**config.mk**
```make
export PLATFORM = sky130hd
export DESIGN_NAME = sorted_priority_queue
export DESIGN_NICKNAME = d
export VERILOG_FILES = /design/src/rtl/core/spq_pkg.sv /design/src/rtl/core/sorted_priority_queue.sv /design/src/rtl/core/spq_cell.sv
export SDC_FILE = /design/constraint.sdc
export NUM_CORES = 2
export LEC_CHECK = 0
export BUFFER_PORTS_ARGS = -buffer_cell sky130_fd_sc_hd__buf_2
export CAP_MARGIN = 25
export CORE_MARGIN = 2
export CORE_UTILIZATION = 50
export CTS_CLUSTER_SIZE = 25
export DETAILED_ROUTE_END_ITERATION = 12
export HOLD_SLACK_MARGIN = 0.06
export PLACE_DENSITY_LB_ADDON = 0.1
export SLEW_MARGIN = 20
export SYNTH_ARGS = -nofsm -noshare
export SYNTH_HDL_FRONTEND = slang
export SYNTH_SLANG_ARGS = --single-unit
```
**constraint.sdc**
```tcl
create_clock -name clock -period 19.8 [get_ports clock]
set_input_delay 3.96 -clock clock [delete_from_list [all_inputs] [get_ports clock]]
set_output_delay 3.96 -clock clock [all_outputs]
set_load 0.03 [all_outputs]
```
**src/rtl/core/spq_pkg.sv**
```systemverilog
// spq_pkg: shared constants, status codes and types for the sorted priority queue.
// No dependencies; used by the queue cells, the top level and the port checker.
`default_nettype none

package spq_pkg;

   // Default number of cells in the chain
   localparam int DEPTH_DEFAULT = 16;

   // Field widths
   localparam int DATA_W   = 32;
   localparam int STATUS_W = 2;
   localparam int OCC_W    = 5;

   // Operation codes
   localparam logic OP_ENQ = 1'b0;
   localparam logic OP_DEQ = 1'b1;

   // Result status codes
   localparam logic [STATUS_W-1:0] ST_ENQ   = 2'd0;
   localparam logic [STATUS_W-1:0] ST_FULL  = 2'd1;
   localparam logic [STATUS_W-1:0] ST_DEQ   = 2'd2;
   localparam logic [STATUS_W-1:0] ST_EMPTY = 2'd3;

   // Per-cycle command broadcast to every cell
   typedef struct packed {
      logic insert;   // place the new item in sorted position
      logic remove;   // shift every entry one cell towards the tail
   } cell_ctrl_type;

endpackage

`default_nettype wire

```
**src/rtl/core/sorted_priority_queue.sv**
```systemverilog
// Sorted priority queue: one item per cycle, result in the cycle after start, busy never high.
// Each cell compares itself with the broadcast item, so all cells update together in the same cycle.
// Throughput is one item per clock; the rsp_valid strobe is registered from acceptance.
// Synchronous active-high reset empties the queue and drops any pending result.
// Cell contents are not reset; only entries below the count are ever read.
// Depends on spq_pkg and spq_cell.
`default_nettype none

module sorted_priority_queue #(
   parameter int QUEUE_DEPTH = spq_pkg::DEPTH_DEFAULT
) (
   input  wire                                    clock,
   input  wire                                    reset,
   input  wire                                    start,
   output logic                                   busy,
   input  wire logic                              req_opcode,
   input  wire logic signed [spq_pkg::DATA_W-1:0] req_value,
   output logic                                   rsp_valid,
   output logic [spq_pkg::STATUS_W-1:0]           rsp_status,
   output logic signed [spq_pkg::DATA_W-1:0]      rsp_data_out,
   output logic [spq_pkg::OCC_W-1:0]              rsp_occupancy
);

   localparam int CNT_W = $clog2(QUEUE_DEPTH + 1);

   logic [CNT_W-1:0]                  count_ff, count_in;
   logic                              rsp_valid_ff;
   logic [spq_pkg::STATUS_W-1:0]      status_ff, status_in;
   logic signed [spq_pkg::DATA_W-1:0] data_ff, data_in;
   logic                              accept;
   logic                              full, empty;
   spq_pkg::cell_ctrl_type            ctrl;

   logic                              less   [QUEUE_DEPTH];
   logic signed [spq_pkg::DATA_W-1:0] values [QUEUE_DEPTH];

   // The chain has no multi-cycle work, so items are always taken
   assign busy   = 1'b0;
   assign accept = start && !busy;
   assign full   = (count_ff == CNT_W'(QUEUE_DEPTH));
   assign empty  = (count_ff == '0);

   // Decode the command and the result of this item
   always_comb begin
      ctrl      = '0;
      count_in  = count_ff;
      status_in = status_ff;
      data_in   = data_ff;
      if (accept) begin
         data_in = '0;
         if (req_opcode == spq_pkg::OP_ENQ) begin
            if (full) begin
               status_in = spq_pkg::ST_FULL;
            end else begin
               ctrl.insert = 1'b1;
               count_in    = count_ff + CNT_W'(1);
               status_in   = spq_pkg::ST_ENQ;
            end
         end else begin
            if (empty) begin
               status_in = spq_pkg::ST_EMPTY;
            end else begin
               ctrl.remove = 1'b1;
               count_in    = count_ff - CNT_W'(1);
               status_in   = spq_pkg::ST_DEQ;
               data_in     = values[0];
            end
         end
      end
   end

   // Row of cells: cell 0 holds the smallest entry, ascending upward
   for (genvar i = 0; i < QUEUE_DEPTH; i++) begin : g_cell
      logic                              lower_less;
      logic signed [spq_pkg::DATA_W-1:0] lower_value;
      logic signed [spq_pkg::DATA_W-1:0] upper_value;

      if (i == 0) begin : g_tail
         assign lower_less  = 1'b1;
         assign lower_value = req_value;
      end else begin : g_mid
         assign lower_less  = less[i-1];
         assign lower_value = values[i-1];
      end

      if (i == QUEUE_DEPTH - 1) begin : g_top
         assign upper_value = values[i];
      end else begin : g_below_top
         assign upper_value = values[i+1];
      end

      spq_cell u_cell (
         .clock       (clock),
         .ctrl        (ctrl),
         .new_value   (req_value),
         .occupied    (CNT_W'(i) < count_ff),
         .lower_less  (lower_less),
         .lower_value (lower_value),
         .upper_value (upper_value),
         .less        (less[i]),
         .value_ff    (values[i])
      );
   end

   // Hold count and result registers
   always_ff @(posedge clock) begin
      if (reset) begin
         count_ff     <= '0;
         rsp_valid_ff <= 1'b0;
      end else begin
         count_ff     <= count_in;
         rsp_valid_ff <= accept;
      end
      status_ff <= status_in;
      data_ff   <= data_in;
   end

   assign rsp_valid     = rsp_valid_ff;
   assign rsp_status    = status_ff;
   assign rsp_data_out  = data_ff;
   assign rsp_occupancy = spq_pkg::OCC_W'(count_ff);

endmodule

`default_nettype wire

```
**src/rtl/core/spq_cell.sv**
```systemverilog
// spq_cell: one storage cell of the sorted chain.
// Depends on spq_pkg for the data width and the command struct.
`default_nettype none

module spq_cell (
   input  wire                                  clock,
   input  wire spq_pkg::cell_ctrl_type          ctrl,
   input  wire logic signed [spq_pkg::DATA_W-1:0] new_value,
   input  wire logic                            occupied,
   input  wire logic                            lower_less,
   input  wire logic signed [spq_pkg::DATA_W-1:0] lower_value,
   input  wire logic signed [spq_pkg::DATA_W-1:0] upper_value,
   output logic                                 less,
   output logic signed [spq_pkg::DATA_W-1:0]    value_ff
);

   logic signed [spq_pkg::DATA_W-1:0] value_in;

   // Flag entries strictly below the incoming item; these stay put on insert
   assign less = occupied && (value_ff < new_value);

   // Choose the next entry: hold, take the new item, or take a neighbour's
   always_comb begin
      value_in = value_ff;
      if (ctrl.insert) begin
         if (!less) begin
            if (lower_less) begin
               value_in = new_value;
            end else begin
               value_in = lower_value;
            end
         end
      end else if (ctrl.remove) begin
         value_in = upper_value;
      end
   end

   always_ff @(posedge clock) begin
      value_ff <= value_in;
   end

endmodule

`default_nettype wire

```
; Word-level counts from Yosys, hierarchy flattened
; Cells that the tools add are included.
[classes]
addsub = 2
eq_ne = 18
n_shift = 0
muxes = 71
n_div = 0
bitwise_logic = 2
n_lt_le_gt_ge = 32
n_reduce_logical = 36
mul = 0
[op_table]
columns = op, n
row1 = $mux W32, 60
row2 = $lt A32 B32 Y1, 16
row3 = $lt A4 B5 Y1 const A, 8
row4 = $ne A2 B2 Y1 const B, 17
row5 = $reduce_and A2 Y1, 16
row6 = $lt A3 B5 Y1 const A, 4
row7 = $logic_and A1 B1 Y1, 16
row8 = $mux W5, 3
row9 = $lt A1 B5 Y1 const A, 2
row10 = $lt A2 B5 Y1 const A, 2
row11 = $mux W1, 6
row12 = $add A5 B1 Y5 const B, 1
row13 = $eq A5 B5 Y1 const B, 1
row14 = $logic_not A5 Y1, 1
row15 = $sub A5 B1 Y5 const B, 1
row16 = $mux W2, 2
row17 = $reduce_and A3 Y1, 1
row18 = $not A1 Y1, 2
row19 = $reduce_bool A2 Y1, 1
row20 = $reduce_or A2 Y1, 1
[totals]
output_inout_bits = 41
ram_bits = 0
wordCells = 181
latch_bits = 0
ff_bits = 552
mem_count = 0
rom_bits = 0
inputBits = 36

; Logic depth before layout (Yosys ltp)
[logic_depth]
ltp_word = 6
depth_mapped = 12

; By module
; A second synthesis with hierarchy kept.
[unflattened]
cells_unflattened = 4255
hier_area_um2 = 40736.6
[by_module_without_submodules]
columns = module, cells_each, n_inst, area_each_um2
row1 = spq_cell at g_cell[0].u_cell ..., 257, 15, 2429.8
row2 = spq_cell at g_cell[14].u_cell, 258, 1, 2451.1
row3 = sorted_priority_queue, 142, 1, 1838.0

; Worst setup path before layout
; No wires, ideal clock.
[synth_path]
path_kind = input -> register
startpoint = input req_value[14] in the netlist's numbering
endpoint = register g_cell[14].u_cell.value_ff[0] in the netlist's numbering (enable)
path_buffers = 1
t_required_ns = 19.267
setup_slack_ns = 9.891
path_stages = 9
t_arrival_ns = 9.376
path_cell_list = inv_1 > ha_1 > nand4_1 > or2_2 > nor4_1 > o311a_1 > buf_6 > nor3b_1 > o311ai_0
[synth_between]
elab_chain_len = 4
[synth_rtl]
columns = element, line
row1 = "start, declared", sorted_priority_queue.sv:17  ; input wire logic signed [spq_pkg::DATA_W-1:0] req_value,
row2 = $lt A32 B32 Y1, spq_cell.sv:20  ; assign less = occupied && (value_ff < new_value);
row3 = $logic_and A1 B1 Y1, spq_cell.sv:20
row4 = $ne A2 B2 Y1 (no line), n/a
row5 = $reduce_and A2 Y1 (no line), n/a
row6 = "end signal, assigned", spq_cell.sv:39  ; value_ff <= value_in;
row7 = "end, declared", spq_cell.sv:14  ; output logic signed [spq_pkg::DATA_W-1:0] value_ff
; No other way between the ends.
; A chain may end at the register's enable or synchronous reset.

; Worst setup path in the final report
[layout_path]
startpoint = input req_value[11] in the netlist's numbering
endpoint = register g_cell[5].u_cell.value_ff[20] in the netlist's numbering (enable)
[layout_between]
elab_chain_len = 4
[layout_rtl]
columns = element, line
row1 = $lt A32 B32 Y1, spq_cell.sv:20
row2 = $logic_and A1 B1 Y1, spq_cell.sv:20
row3 = $ne A2 B2 Y1 (no line), n/a
row4 = $reduce_and A2 Y1 (no line), n/a
row5 = "end signal, assigned", spq_cell.sv:39
row6 = "end, declared", spq_cell.sv:14
; No other way between the ends.

==> summary.md <==
| Metric | Value |
|---|---|
| Num rows | about 110 |
| Main synth FF type | edfxtp_1 |
| Core Area | between 0.08 and 0.09 sq mm |
| Outcome | complete, no violations |
| FF+latch count, synth | ~550 |
| Hold worst-path end | g_cell[10].u_cell.value_ff[31] |
| Setup TNS | 0 ns |
| Reg clk slew, reported paths | 0.06 ns |
| Chip Height | 291 microns |
| Layout Nets | 4756 |
| Worst EP arrival | a little over 8 ns |
| Initial Utilization | 0.504 |
| Syn avg cell area | roughly 9.6 sq um |
| FF-to-FF Start | rsp_occupancy[1] |
| Crit Path Category | in2reg |
| Fmax achieved | 128 MHz |
| HP Start | g_cell[11].u_cell.value_ff[31] |
| Drt initial violations | around 3700 |
| Worst EP required | about 20 ns |
| Synth Warn # | 0 |
| Fillers | approximately 7300 |
| WL per Instance | roughly 27 microns |
| Number of max-cap violations | 0 |
| I/O Pins | 77 |
| Total gr overflow | 0 |
| Adder-Cell Fraction of Synth Area | 0.151 |
| Area taken by multi-input logic gates | about 0.023 sq mm |
| Number of flops mapped to enable cells by yosys | approximately 550 |
| Port bufs | 75 |
| CTS tree | yes |
| Post-DP HPWL | 106 mm |
| Clock Skew | approximately 0.027 ns |
| CP Launch Type | input port |
| WHS Path Cells | 2 |
| First-pass GRT wire length | approximately 220 mm |
| Main combinational cell family by area after synthesis | simple AND/OR/NAND/NOR gates |
| Peak VDD IR | between 70 and 80 uV |
| Synthesized cell area | 0.0412 sq mm |
| GRT Resource Usage Total | 0.338 |
| Final Slew Violations | 0 |
| Post-Route WL | 145 mm |
| Power Density | 97.7 mW/mm^2 |
| Final Hold Fails | 0 |
| Multiplexer share of the synthesized area | 0.000273 |
| CTS Hold Buffers Added | 0 |
| Postcts setup bufs | 0 |
| Die area | between 0.08 and 0.09 sq mm |
| Worst slew pin tran | approximately 1.1 ns |
| Layout area overhead | 9.11% |
| DRC | 0 |
| CTS root buffer | clkbuf_16 |
| Die Wd | slightly below 300 microns |
| Post-Synth XOR/XNOR Area | 0.000637 |
| Simple-gate share of the synthesized area | 0.213 |
| Fin crit period | about 7.8 ns |
| Pleak | about 17 nW |
| Async S/R FF share, synth | 0 |
| Routed Antenna Nets | 0 |
| # setup viols final | 0 |
| Ratio of cells with drive above 1 in the final layout | 0.104 |
| Initial antenna violation count | 6 |
| Relative slew margins | 0.243 |
| Syn Nets | between 4000 and 5000 |
| RSZ-0062 raised after global routing | no |
| Iteration count of the initial detailed-routing pass | 6 |
| Worst-path maximum fanout | 33 |
| Worst reg2reg path endpoint | g_cell[11].u_cell.value_ff[3] |
| Gpl congestion | between 0.9 and 1 |
| Setup crit end kind | register |
| Storage element area | 0.0165 sq mm |
| Hold Path Class | reg2reg |
| Sequential share of the synthesized area | 0.400 |
| Register-to-register setup slack | roughly 14 ns |
| Reg2Reg Depth | 12 |
| Via density | between 6 and 7 |
| Total CTS buffers | 67 |
| Cells after Synth | roughly 4300 |
| Pin count of the biggest net entering global routing | just under 200 |
| CTS resizes | 0 |
| Vias | 36300 |
| Clk buf depth | 3 |
| Number of global-route vias before repair | 35200 |
| Worst-Skew Late Latency | just over 0.6 ns |
| Core Util, Final | 0.550 |
| Post-synthesis compound-gate area fraction | 0.192 |
| H-tree depth | 3 |
| CTS Sinks | roughly 550 |
| Period utilization | 0.394 |
| Yosys cell types | 76 |
[report_power, final]
part | switching (W) | total (W) | internal (W)
registers | 0.000213 | 0.00181 | 0.00159
clock network | 0.000533 | 0.00123 | 0.000702
logic | 0.000880 | 0.00136 | 0.000476
[cell type report]
cell class                 instances  area share
clock inverter                    34     0.00573
tap                             1070      0.0297
multi-input combinational       3326       0.519
inverter                          79     0.00659
clock buffer                      84      0.0405
sequential                       552       0.367
antenna                            3    0.000167
timing repair buffer             195      0.0317
[synthesized netlist by cell type (5+ instances only)]
| cell type | instances | area [sq um] |
|---|---|---|
| a22oi_1 | 5 | 37.5 |
| dfxtp_1 | 6 | 120 |
| buf_2 | 71 | 355 |
| a211oi_2 | 90 | 1130 |
| buf_4 | 8 | 60.1 |
| inv_1 | 79 | 297 |
| nor3b_1 | 35 | 263 |
| o21a_1 | 19 | 143 |
| nor2b_1 | 12 | 75.1 |
| o41ai_1 | 32 | 280 |
| a221oi_1 | 43 | 377 |
| buf_1 | 19 | 71.3 |
| or2_1 | 7 | 43.8 |
| nand2b_1 | 114 | 713 |
| and4_1 | 25 | 219 |
| nand3_1 | 306 | 1530 |
| o21ai_0 | 250 | 1250 |
| nor4_1 | 103 | 644 |
| a21o_1 | 131 | 983 |
| nor2_1 | 310 | 1160 |
| and2_1 | 35 | 219 |
| o31ai_1 | 8 | 60.1 |
| a21oi_1 | 186 | 931 |
| o211ai_1 | 47 | 353 |
| or3_1 | 44 | 275 |
| a31oi_1 | 6 | 37.5 |
| buf_6 | 17 | 191 |
| nand2_1 | 324 | 1220 |
| or4_1 | 8 | 60.1 |
| a2111oi_0 | 13 | 114 |
| o22ai_1 | 6 | 37.5 |
| a211oi_1 | 186 | 1400 |
| ha_1 | 499 | 6240 |
| clkbuf_1 | 207 | 777 |
| nand4_1 | 301 | 1880 |
| edfxtp_1 | 546 | 16400 |
| o21ai_1 | 63 | 315 |
| nor3_1 | 47 | 235 |
[cells in the final DEF (no fill, tap or decap), types with 10 or more instances in the layout]
master / instances
a2111oi_0: 12
clkbuf_1: 11
o41ai_1: 32
a211oi_1: 185
nor2_1: 306
o21ai_0: 246
a211oi_2: 87
nand4_1: 301
nand2_1: 324
nand2b_1: 113
nor2b_1: 10
inv_1: 79
nor3_1: 45
buf_4: 111
buf_2: 75
a21o_1: 130
clkbuf_16: 69
a221oi_1: 43
or3_1: 43
o211ai_1: 47
nor4_1: 103
edfxtp_1: 546
clkinv_1: 20
a21oi_1: 185
and4_1: 25
o21a_1: 19
nand3_1: 306
nor3b_1: 35
o21ai_1: 54
and2_1: 35
ha_1: 498
[cell families after synthesis]
logic type,count (synthesis)
other,1
xor gates and xnor gates,3
adders and majority gates,499
and+or+nand+nor,1694
muxes,1
buffers and inverters,404
AOI/OAI and AO/OA,1128
DFF,552
[state kept, by name, summed over array words and instances, names as in the netlist]
signal and flops:
g_cell.u_cell.value_ff 512, rsp_data_out 32, rsp_occupancy 5, rsp_status 2, rsp_valid 1
[worst max path at each step]
stage,start,end,slack (ns)
detailed placement,req_value[11],g_cell[5].u_cell.value_ff[24],11.51
global placement,req_value[11],g_cell[5].u_cell.value_ff[24],11.63
global route,req_value[11],g_cell[5].u_cell.value_ff[20],11.89
finish,req_value[11],g_cell[5].u_cell.value_ff[20],11.99
floorplan,req_value[14],g_cell[14].u_cell.value_ff[0],9.89
CTS,req_value[11],g_cell[5].u_cell.value_ff[20],12.16
[worst max-delay path: stages]
cell and delay (ns):
buf_2 0.10, inv_1 0.09, buf_4 0.23, ha_1 0.33
and4_1 0.23, nand2_1 0.07, or4_1 0.71, a311oi_1 0.88
nor4b_4 0.09, buf_4 0.31, o31ai_4 0.59, buf_4 0.44
[per-stage QoR]
stage               setup WS, ns  instances  power (W)  instance area (sq um)  hold slack (ns)
floorplan                   9.89       4282    0.00266                  41200            0.526
global placement           11.63       5215    0.00310                  42700            0.564
detailed placement         11.51       5221    0.00314                  42900            0.580
CTS                        12.16       5339    0.00437                  45000            0.582
global route               11.89       5340    0.00461                  45000            0.619
finish                     11.99       5343    0.00440                  45000            0.567
[routing by layer]
| metal | track usage | share of wire | up-vias |
|---|---|---|---|
| met1 | 0.465 | 0.43 | 17700 |
| met5 | 0 | 0.000089 | - |
| met2 | 0.530 | 0.45 | 1633 |
| met4 | 0.154 | 0.050 | 2 |
| li1 | - | - | 16700 |
| met3 | 0.0455 | 0.073 | 298 |
Power figures use the tool's default switching activity.
